File: src/rtl/ray_sphere_closest_hit_defines.svh
// Assertion macros for the ray/sphere intersector RTL.
// Included by ray_sphere_closest_hit.sv, which checks its own pipeline control.
`ifndef RAY_SPHERE_CLOSEST_HIT_DEFINES_SVH
`define RAY_SPHERE_CLOSEST_HIT_DEFINES_SVH

// same-cycle implication, disabled while reset is low
`define RSCH_ASSERT_IMP(lbl, clk, rstn, ante, cons, msg) \
    lbl: assert property (@(posedge clk) disable iff (!rstn) (ante) |-> (cons)) \
        else $error(msg);

// next-cycle implication, disabled while reset is low
`define RSCH_ASSERT_NXT(lbl, clk, rstn, ante, cons, msg) \
    lbl: assert property (@(posedge clk) disable iff (!rstn) (ante) |=> (cons)) \
        else $error(msg);

`endif

File: src/rtl/rsch_pkg.sv
// Shared widths, constants and types for the ray/sphere intersector.
// No dependencies.
`timescale 1ns / 1ps

package rsch_pkg;

    localparam int COORD_W       = 32;
    localparam int DIR_W         = 18;
    localparam int DIST_W        = 31;
    localparam int NORM_W        = 18;
    localparam int MAG_W         = 31;
    localparam int NORM_MAG_W    = 17;
    localparam int FRAC_BITS_DEF = 16;
    localparam int unsigned NORM_SAT = 131071;

    localparam int IN_FIELDS_W  = 9 * 32 + 3 * 18 + 2 * 31 - 96;
    localparam int IN_TDATA_W   = ((IN_FIELDS_W + 7) / 8) * 8;
    localparam int OUT_FIELDS_W = DIST_W + 3 * COORD_W + 3 * NORM_W;
    localparam int OUT_TDATA_W  = ((OUT_FIELDS_W + 7) / 8) * 8;

    typedef struct packed {
        logic [2:0][COORD_W-1:0] o;
        logic [2:0][DIR_W-1:0]   d;
        logic [2:0][COORD_W-1:0] c;
    } t_geom;

endpackage

File: src/rtl/rsch_isqrt.sv
// Pipelined integer square root, one root bit per register stage.
// Carries a payload word alongside; depends on rsch_pkg for defaults.
`timescale 1ns / 1ps

module rsch_isqrt #(
    parameter int IN_W  = 64,
    parameter int PAY_W = rsch_pkg::COORD_W
) (
    input  logic               i_clk,
    input  logic               i_rst_n,
    input  logic               i_en,
    input  logic               i_valid,
    input  logic [IN_W-1:0]    i_rad,
    input  logic [PAY_W-1:0]   i_pay,
    output logic               o_valid,
    output logic [IN_W/2-1:0]  o_root,
    output logic [PAY_W-1:0]   o_pay
);
    import rsch_pkg::*;

    localparam int STAGES = IN_W / 2;

    wire [IN_W-1:0]  w_x   [0:STAGES];
    wire [IN_W-1:0]  w_r   [0:STAGES];
    wire             w_v   [0:STAGES];
    wire [PAY_W-1:0] w_pay [0:STAGES];

    assign w_x[0]   = i_rad;
    assign w_r[0]   = '0;
    assign w_v[0]   = i_valid;
    assign w_pay[0] = i_pay;

    for (genvar k = 0; k < STAGES; k++) begin : g_stage
        localparam logic [IN_W:0] BIT = (IN_W + 1)'(1) << (IN_W - 2 - 2 * k);
        logic [IN_W:0]   n_try;
        logic            n_ge;
        logic [IN_W-1:0] r_x;
        logic [IN_W-1:0] r_r;
        logic            r_v;
        logic [PAY_W-1:0] r_pay;

        always_comb begin
            n_try = {1'b0, w_r[k]} + BIT;
            n_ge  = ({1'b0, w_x[k]} >= n_try);
        end

        always_ff @(posedge i_clk) begin
            if (!i_rst_n) begin
                r_v <= 1'b0;
            end else if (i_en) begin
                r_v <= w_v[k];
            end
        end

        always_ff @(posedge i_clk) begin
            if (i_en) begin
                r_x   <= n_ge ? (w_x[k] - n_try[IN_W-1:0]) : w_x[k];
                r_r   <= n_ge ? ((w_r[k] >> 1) + BIT[IN_W-1:0]) : (w_r[k] >> 1);
                r_pay <= w_pay[k];
            end
        end

        assign w_x[k+1]   = r_x;
        assign w_r[k+1]   = r_r;
        assign w_v[k+1]   = r_v;
        assign w_pay[k+1] = r_pay;
    end

    assign o_valid = w_v[STAGES];
    assign o_root  = w_r[STAGES][IN_W/2-1:0];
    assign o_pay   = w_pay[STAGES];

endmodule

File: config.mk
export PLATFORM = sky130hd
export DESIGN_NAME = rsch_isqrt
export DESIGN_NICKNAME = d
export VERILOG_FILES = /design/src/rtl/ray_sphere_closest_hit_defines.svh /design/src/rtl/rsch_pkg.sv /design/src/rtl/rsch_isqrt.sv
export SDC_FILE = /design/constraint.sdc
export NUM_CORES = 2
export LEC_CHECK = 0
export BUFFER_PORTS_ARGS = -buffer_cell sky130_fd_sc_hd__buf_2
export CAP_MARGIN = 20
export CORE_MARGIN = 5
export CORE_UTILIZATION = 54
export CTS_CLUSTER_DIAMETER = 50
export DETAILED_ROUTE_END_ITERATION = 10
export PLACE_DENSITY_LB_ADDON = 0.2
export SLEW_MARGIN = 5
export SYNTH_ARGS = -nofsm -noshare
export SYNTH_HDL_FRONTEND = slang
export SYNTH_SLANG_ARGS = --single-unit
export TNS_END_PERCENT = 100
File: constraint.sdc
create_clock -name i_clk -period 3.3 [get_ports i_clk]
set_input_delay 0.66 -clock i_clk [delete_from_list [all_inputs] [get_ports i_clk]]
set_output_delay 0.66 -clock i_clk [all_outputs]
set_load 0.02 [all_outputs]
**Word level (Yosys, flattened, before mapping)**

Cells that the tools add are included.

- Order comparisons: 32
- Multiplexer cells: 63
- Add/sub/neg operators: 93

Operators with widths:

| operator | number |
|---|---|
| $ge 64x65->1 | 31 |
| $mux 64 | 31 |
| $mux 63 | 31 |
| $sub 64x64->64 | 30 |
| $add 64x1->65 const B | 1 |
| $add 64x11->65 const B | 1 |
| $add 64x13->65 const B | 1 |
| $add 64x15->65 const B | 1 |
| $add 64x17->65 const B | 1 |
| $add 64x19->65 const B | 1 |
| $add 64x21->65 const B | 1 |
| $add 64x23->65 const B | 1 |
| $add 64x25->65 const B | 1 |
| $add 64x27->65 const B | 1 |
| $add 64x29->65 const B | 1 |
| $add 64x3->65 const B | 1 |
| $add 64x31->65 const B | 1 |
| $add 64x33->65 const B | 1 |
| $add 64x35->65 const B | 1 |
| $add 64x37->65 const B | 1 |
| $add 64x39->65 const B | 1 |
| $add 64x41->65 const B | 1 |
| $add 64x43->65 const B | 1 |
| $add 64x45->65 const B | 1 |
| other kinds (45) | 45 |

- Register bits after elaboration: 5,056
- Input port bits: 100

**Longest topological paths before layout**

- Depth after elaboration: 3
- Depth in mapped cells: 15
- Mapped depth without buffers: 12

**Worst setup path after synthesis**

OpenSTA, ideal clock, no wires.

- Path kind: reg2reg
- Start: register g_stage[25].r_x[56]
- End: register g_stage[26].r_x[40], data pin
- Period minus slack after synthesis: 3.521 ns
- Stages on the path, launching flop included: 11
- Data required time: 3.040 ns
- Arrival time: 3.261 ns
- Path slack: -0.221 ns
- Cells stage by stage: edfxtp_1 > or4_4 > or4_1 > or4_1 > or4_1 > nand4b_1 > nand2b_1 > buf_6 > nand2_2 > or4b_4 > xnor2_2

- Word-level cells in the longest chain between the ends: 2

Ends and longest elaborated chain:

| element | RTL line | source |
|---|---|---|
| from (decl) | rsch_isqrt.sv:37 | `logic [IN_W-1:0] r_x;` |
| from (signal assigned) | rsch_isqrt.sv:57 | `r_x <= n_ge ? (w_x[k] - n_try[IN_W-1:0]) : w_x[k];` |
| $ge 64x65->1 | rsch_isqrt.sv:44 | `n_ge = ({1'b0, w_x[k]} >= n_try);` |
| $mux 64 | rsch_isqrt.sv:57 |  |
| to (signal assigned) | rsch_isqrt.sv:57 |  |
| to (decl) | rsch_isqrt.sv:37 |  |

Every way passes these cells.
A chain may end at the register's enable or synchronous reset.

**Final worst setup path**

- Start: register g_stage[27].r_x[8]
- End: register g_stage[28].r_x[44], data pin

- Word-level cells in the longest chain between the ends: 2

Ends and longest elaborated chain:

| element | RTL line |
|---|---|
| from (decl) | rsch_isqrt.sv:37 |
| from (signal assigned) | rsch_isqrt.sv:57 |
| $sub 64x64->64 / $ge 64x65->1 (equally long branches) | rsch_isqrt.sv:57, rsch_isqrt.sv:44 |
| $mux 64 (*) | rsch_isqrt.sv:57 |
| to (signal assigned) | rsch_isqrt.sv:57 |
| to (decl) | rsch_isqrt.sv:37 |

Mark *: on every way between the ends. The rest lies on a longest branch, timed or not.

==> Implementation_results.wiki <==
{| class="wikitable"
! Metric !! Value
|-
| Met2 track demand over resource in global routing || ~40%
|-
| Cell at the slowest stage of the critical path || or4b_4
|-
| Number of antenna violations at the first check in global routing || 17
|-
| Worst Setup Slack, final || -322 ps
|-
| Net count of the mapped netlist || 11400
|-
| Status || complete, but fails checks
|-
| Required @ worst endpoint || around 4000 ps
|-
| Busiest grt layer || met2
|-
| CTS buffer count || a little over 400
|-
| Beginning of the worst hold path || i_rst_n
|-
| DRC marker count from the first detailed-route iteration || between 8000 and 9000
|-
| Filler Cell Count || 19400
|-
| Share of async-settable or async-resettable flops after synthesis || 0%
|-
| Final number of max-transition violations || 0
|-
| Average cell area after synthesis || ~14 um2
|-
| Clk pwr share || about a third
|-
| Clock tree from TritonCTS || done
|-
| Path type of the worst setup path || reg2reg
|-
| Half-perimeter wire length after detailed placement || 269000 um
|-
| Total Power || ~130 mW
|-
| Number of max-cap violations || 0
|-
| Initial core utilization || 54.2%
|-
| Area growth from synthesis to final layout || 25.7%
|-
| Vertical die dimension || roughly 540 um
|-
| Commonest cells in the synthesized netlist || edfxtp_1 (3536), inv_1 (692), a21oi_1 (608)
|-
| Final hold violations || 0
|-
| Fraction of power consumed by sequential logic || ~45%
|-
| Synthesized instance count || between 10000 and 15000
|-
| Antenna Nets Post-Route || 0
|-
| Ordered list of cells on the worst path || ha_4, or4b_4, nor4_4, buf_4, nand4_1, buf_6, o31a_1, o211ai_1, o31ai_4, inv_2, nand4b_1, buf_4, or4_4, xnor2_1
|-
| Power per Cell Area || 682 nW/um2
|-
| Chip Width || ~540 um
|-
| CP startpoint kind || flip-flop
|-
| Master cell of the clock root buffer || clkbuf_16
|-
| Residual DRC || 0
|-
| Number of failing setup endpoints in the final timing report || about 280
|-
| Std-Cell Core Area || about 280000 um2
|-
| Total congestion overflow after global routing || 0
|-
| Main synth FF type || edfxtp_1
|-
| Switching power summed over all nets || roughly 37 mW
|-
| Hold Path Stages || 2
|-
| Met3 global-route usage || under 10%
|-
| Number of global-route vias before repair || approximately 96000
|-
| Full die area || 294000 um2
|-
| Netlist area before placement || between 150000 and 200000 um2
|-
| Area leader, netlist || edfxtp_1
|-
| Nature of the critical path endpoint || flip-flop
|-
| Number of enable-type register cells in the synthesized netlist || between 3000 and 4000
|-
| Global-route usage over all layers || roughly a quarter
|-
| Cell with the most instances after synthesis || edfxtp_1
|-
| Worst-Skew Late Latency || roughly 960 ps
|-
| Top-Level Pins || about 170
|-
| Clock transition at the registers of the reported paths || approximately 60 ps
|-
| Cells taking the most area after synthesis || edfxtp_1 (69%), ha_1 (4.6%), xor2_1 (2.6%), xnor2_1 (2.4%), a21oi_1 (2.0%)
|-
| Worst-Margin Slew || just over 900 ps
|-
| Number of synthesis warnings || 0
|-
| Static power due to leakage || about 73 nW
|-
| Met1 demand-to-capacity share in global routing || between 30% and 40%
|-
| Synth cell types || roughly 90
|-
| Routed length per instance || 22.4 um
|-
| Share of final-layout standard cells stronger than drive strength 1 || 25.5%
|-
| Worst Hold Path EP || g_stage[28].r_v$_SDFFE_PN0P_
|-
| Logic gate share of total power || between 20% and 30%
|-
| Unrepaired setup endpoints after global routing || true
|-
| Count of port buffers added during placement || about 160
|-
| Data arrival time of the critical path || 4320 ps
|-
| Total number of vias || slightly below 100k
|-
| Class of the tightest hold or removal check || in2reg
|-
| End of the worst register-to-register path || g_stage[28].r_x[44]$_DFFE_PP_
|-
| Share of the clock period used by the worst path after layout || 110%
|-
| Cell total after placement || between 15000 and 20000
|-
| Count of TritonRoute iterations in the first routing pass || 8
|-
| Clock skew || around 80 ps
|-
| Crit path time final || about 3600 ps
|-
| Via density || 5.71
|-
| Num rows || between 150 and 200
|-
| Highest clock frequency the design can meet || about 0.28 GHz
|-
| Worst reg2reg path startpoint || g_stage[27].r_x[8]$_DFFE_PP_
|-
| Largest stage delay on the critical path || 470 ps
|-
| Largest vdd supply drop || 0.658 mV
|-
| H-tree levels || 5
|-
| First-pass GRT wire length || between 500000 and 600000 um
|-
| Clock sink total || 3568
|-
| Max_slew headroom || ~38%
|-
| Number of cells on the worst reg-to-reg path || 14
|-
| Max Fanout on Critical Path || 2
|-
| Fraction of the yosys area taken by sequential cells || 69.9%
|-
| #FFs+latches synth || ~3600
|-
| Number of nets at the end of the flow || between 10000 and 15000
|-
| Top-area cell type share of the netlist area || slightly below 70%
|-
| Largest net degree at the start of global routing || ~100
|-
| Sw frac || ~28%
|-
| Failing checks || negative setup slack
|-
| Number of buffers on the longest clock path || 4
|-
| Most frequent cell on the critical path || buf_4
|-
| Non-filler cells in the finished layout || between 15000 and 20000
|-
| Routed Wire Length || between 300000 and 400000 um
|-
| R2r setup slk || -320 ps
|-
| Core occupancy in the finished layout || 68.1%
|-
| Internal power || around 94 mW
|-
| RePlAce Congestion || 0.926
|}
[cells by family (layout without fill, tap and decap cells)]
group	count (synthesis)	in the layout	synth area share, %
muxes	126	126	0.894
xor gates and xnor gates	867	867	4.97
DFF	3568	3568	69.9
buffers and inverters	925	3387	2.31
AOI/OAI and AO/OA	1845	1846	7.51
adders and majority gates	558	558	4.57
and+or+nand+nor	2870	2872	9.89
other	0	3	0
[state kept, by name, summed over array words and instances (netlist names)]
signal         flops
g_stage.r_pay    992
g_stage.r_r      528
g_stage.r_v       31
g_stage.r_x     1984
o_pay             32
o_valid            1
[repair_timing]
item                                    CTS  global route
hold buffers                             96             0
gates cloned                             24            22
resized for setup                       516           712
endpoints found under the setup margin  616           689
setup buffers                            66           123
pin swaps                               146           230
hold endpoints to repair                 96             0
[critical path, delay by kind of cell (launching register included)]
family	cells	cell delay, ps
compound gates	3	540
simple gates	5	1400
fa+ha+maj	1	290
buf+inv	4	640
xor+xnor	1	140
flops	1	420
[how the worst max path moves through the flow]
stage	to	from	cells past startpoint	slack [ps]
6_report	g_stage[28].r_x[44]$_DFFE_PP_	g_stage[27].r_x[8]$_DFFE_PP_	14	-320
3_5_place_dp	g_stage[27].r_x[58]$_DFFE_PP_	g_stage[26].r_x[10]$_DFFE_PP_	11	-560
4_1_cts	g_stage[28].r_x[44]$_DFFE_PP_	g_stage[27].r_x[8]$_DFFE_PP_	13	-270
3_3_place_gp	g_stage[27].r_x[58]$_DFFE_PP_	g_stage[26].r_x[10]$_DFFE_PP_	11	-540
2_1_floorplan	g_stage[26].r_x[40]$_DFFE_PP_	g_stage[25].r_x[56]$_DFFE_PP_	10	-220
5_1_grt	g_stage[19].r_x[51]$_DFFE_PP_	g_stage[18].r_x[52]$_DFFE_PP_	12	-370
[power by group through the flow]
stage / Combinational, mW / Sequential [mW] / Clock (mW)
floorplan: 14.2 / 58.7 / 0
global placement: 24.0 / 60.0 / 0
detailed placement: 24.3 / 60.0 / 0
CTS: 25.7 / 59.2 / 45.2
global route: 29.8 / 59.7 / 47.2
finish: 27.6 / 59.3 / 44.2
[stage by stage]
| stage | setup TNS, ps | hold slack, ps | worst slack, ps | instance area, um2 |
|---|---|---|---|---|
| finish | -35730 | 191 | -322 | 192000 |
| detailed placement | -91190 | 405 | -564 | 170000 |
| global route | -59830 | 136 | -369 | 192000 |
| floorplan | -853 | 400 | -221 | 153000 |
| CTS | -22120 | 31.5 | -273 | 188000 |
| global placement | -87940 | 400 | -540 | 170000 |
[cells in the final DEF, fill, tap and decap left out, drive strengths merged, types with 52 or more instances in the layout]
cell and count:
nand3 141, or3 128, nor2b 100, or4 86
nand2 566, nor2 592, clkinv 165, nor4b 54
o21a 107, a21o 231, nor3 275, o21bai 52
a21oi 609, xor2 446, inv 741, xnor2 421
o31ai 54, dlygate4sd3 96, buf 1830, edfxtp 3536
clkbuf 487, o21ai 439, nand4 175, ha 558
nand2b 96, nor4 380, mux2 84
[metal layers]
metal	vias to the layer above	share of wire [%]
met5	-	0.0071
met4	4	4.9
li1	45200	-
met3	875	6.0
met1	47600	42
met2	3300	47
[area by class of cell]
class | count | area, um2 | area share [%]
antenna | 3 | 7.51 | 0.00391
clock inverter | 279 | 2900 | 1.51
clock buffer | 471 | 10500 | 5.46
multi-input combinational | 6269 | 47800 | 24.9
tap | 3743 | 4680 | 2.44
sequential | 3568 | 107000 | 55.6
inverter | 695 | 2620 | 1.36
timing repair buffer | 1942 | 16900 | 8.77
(Power assumes the default switching activity.)
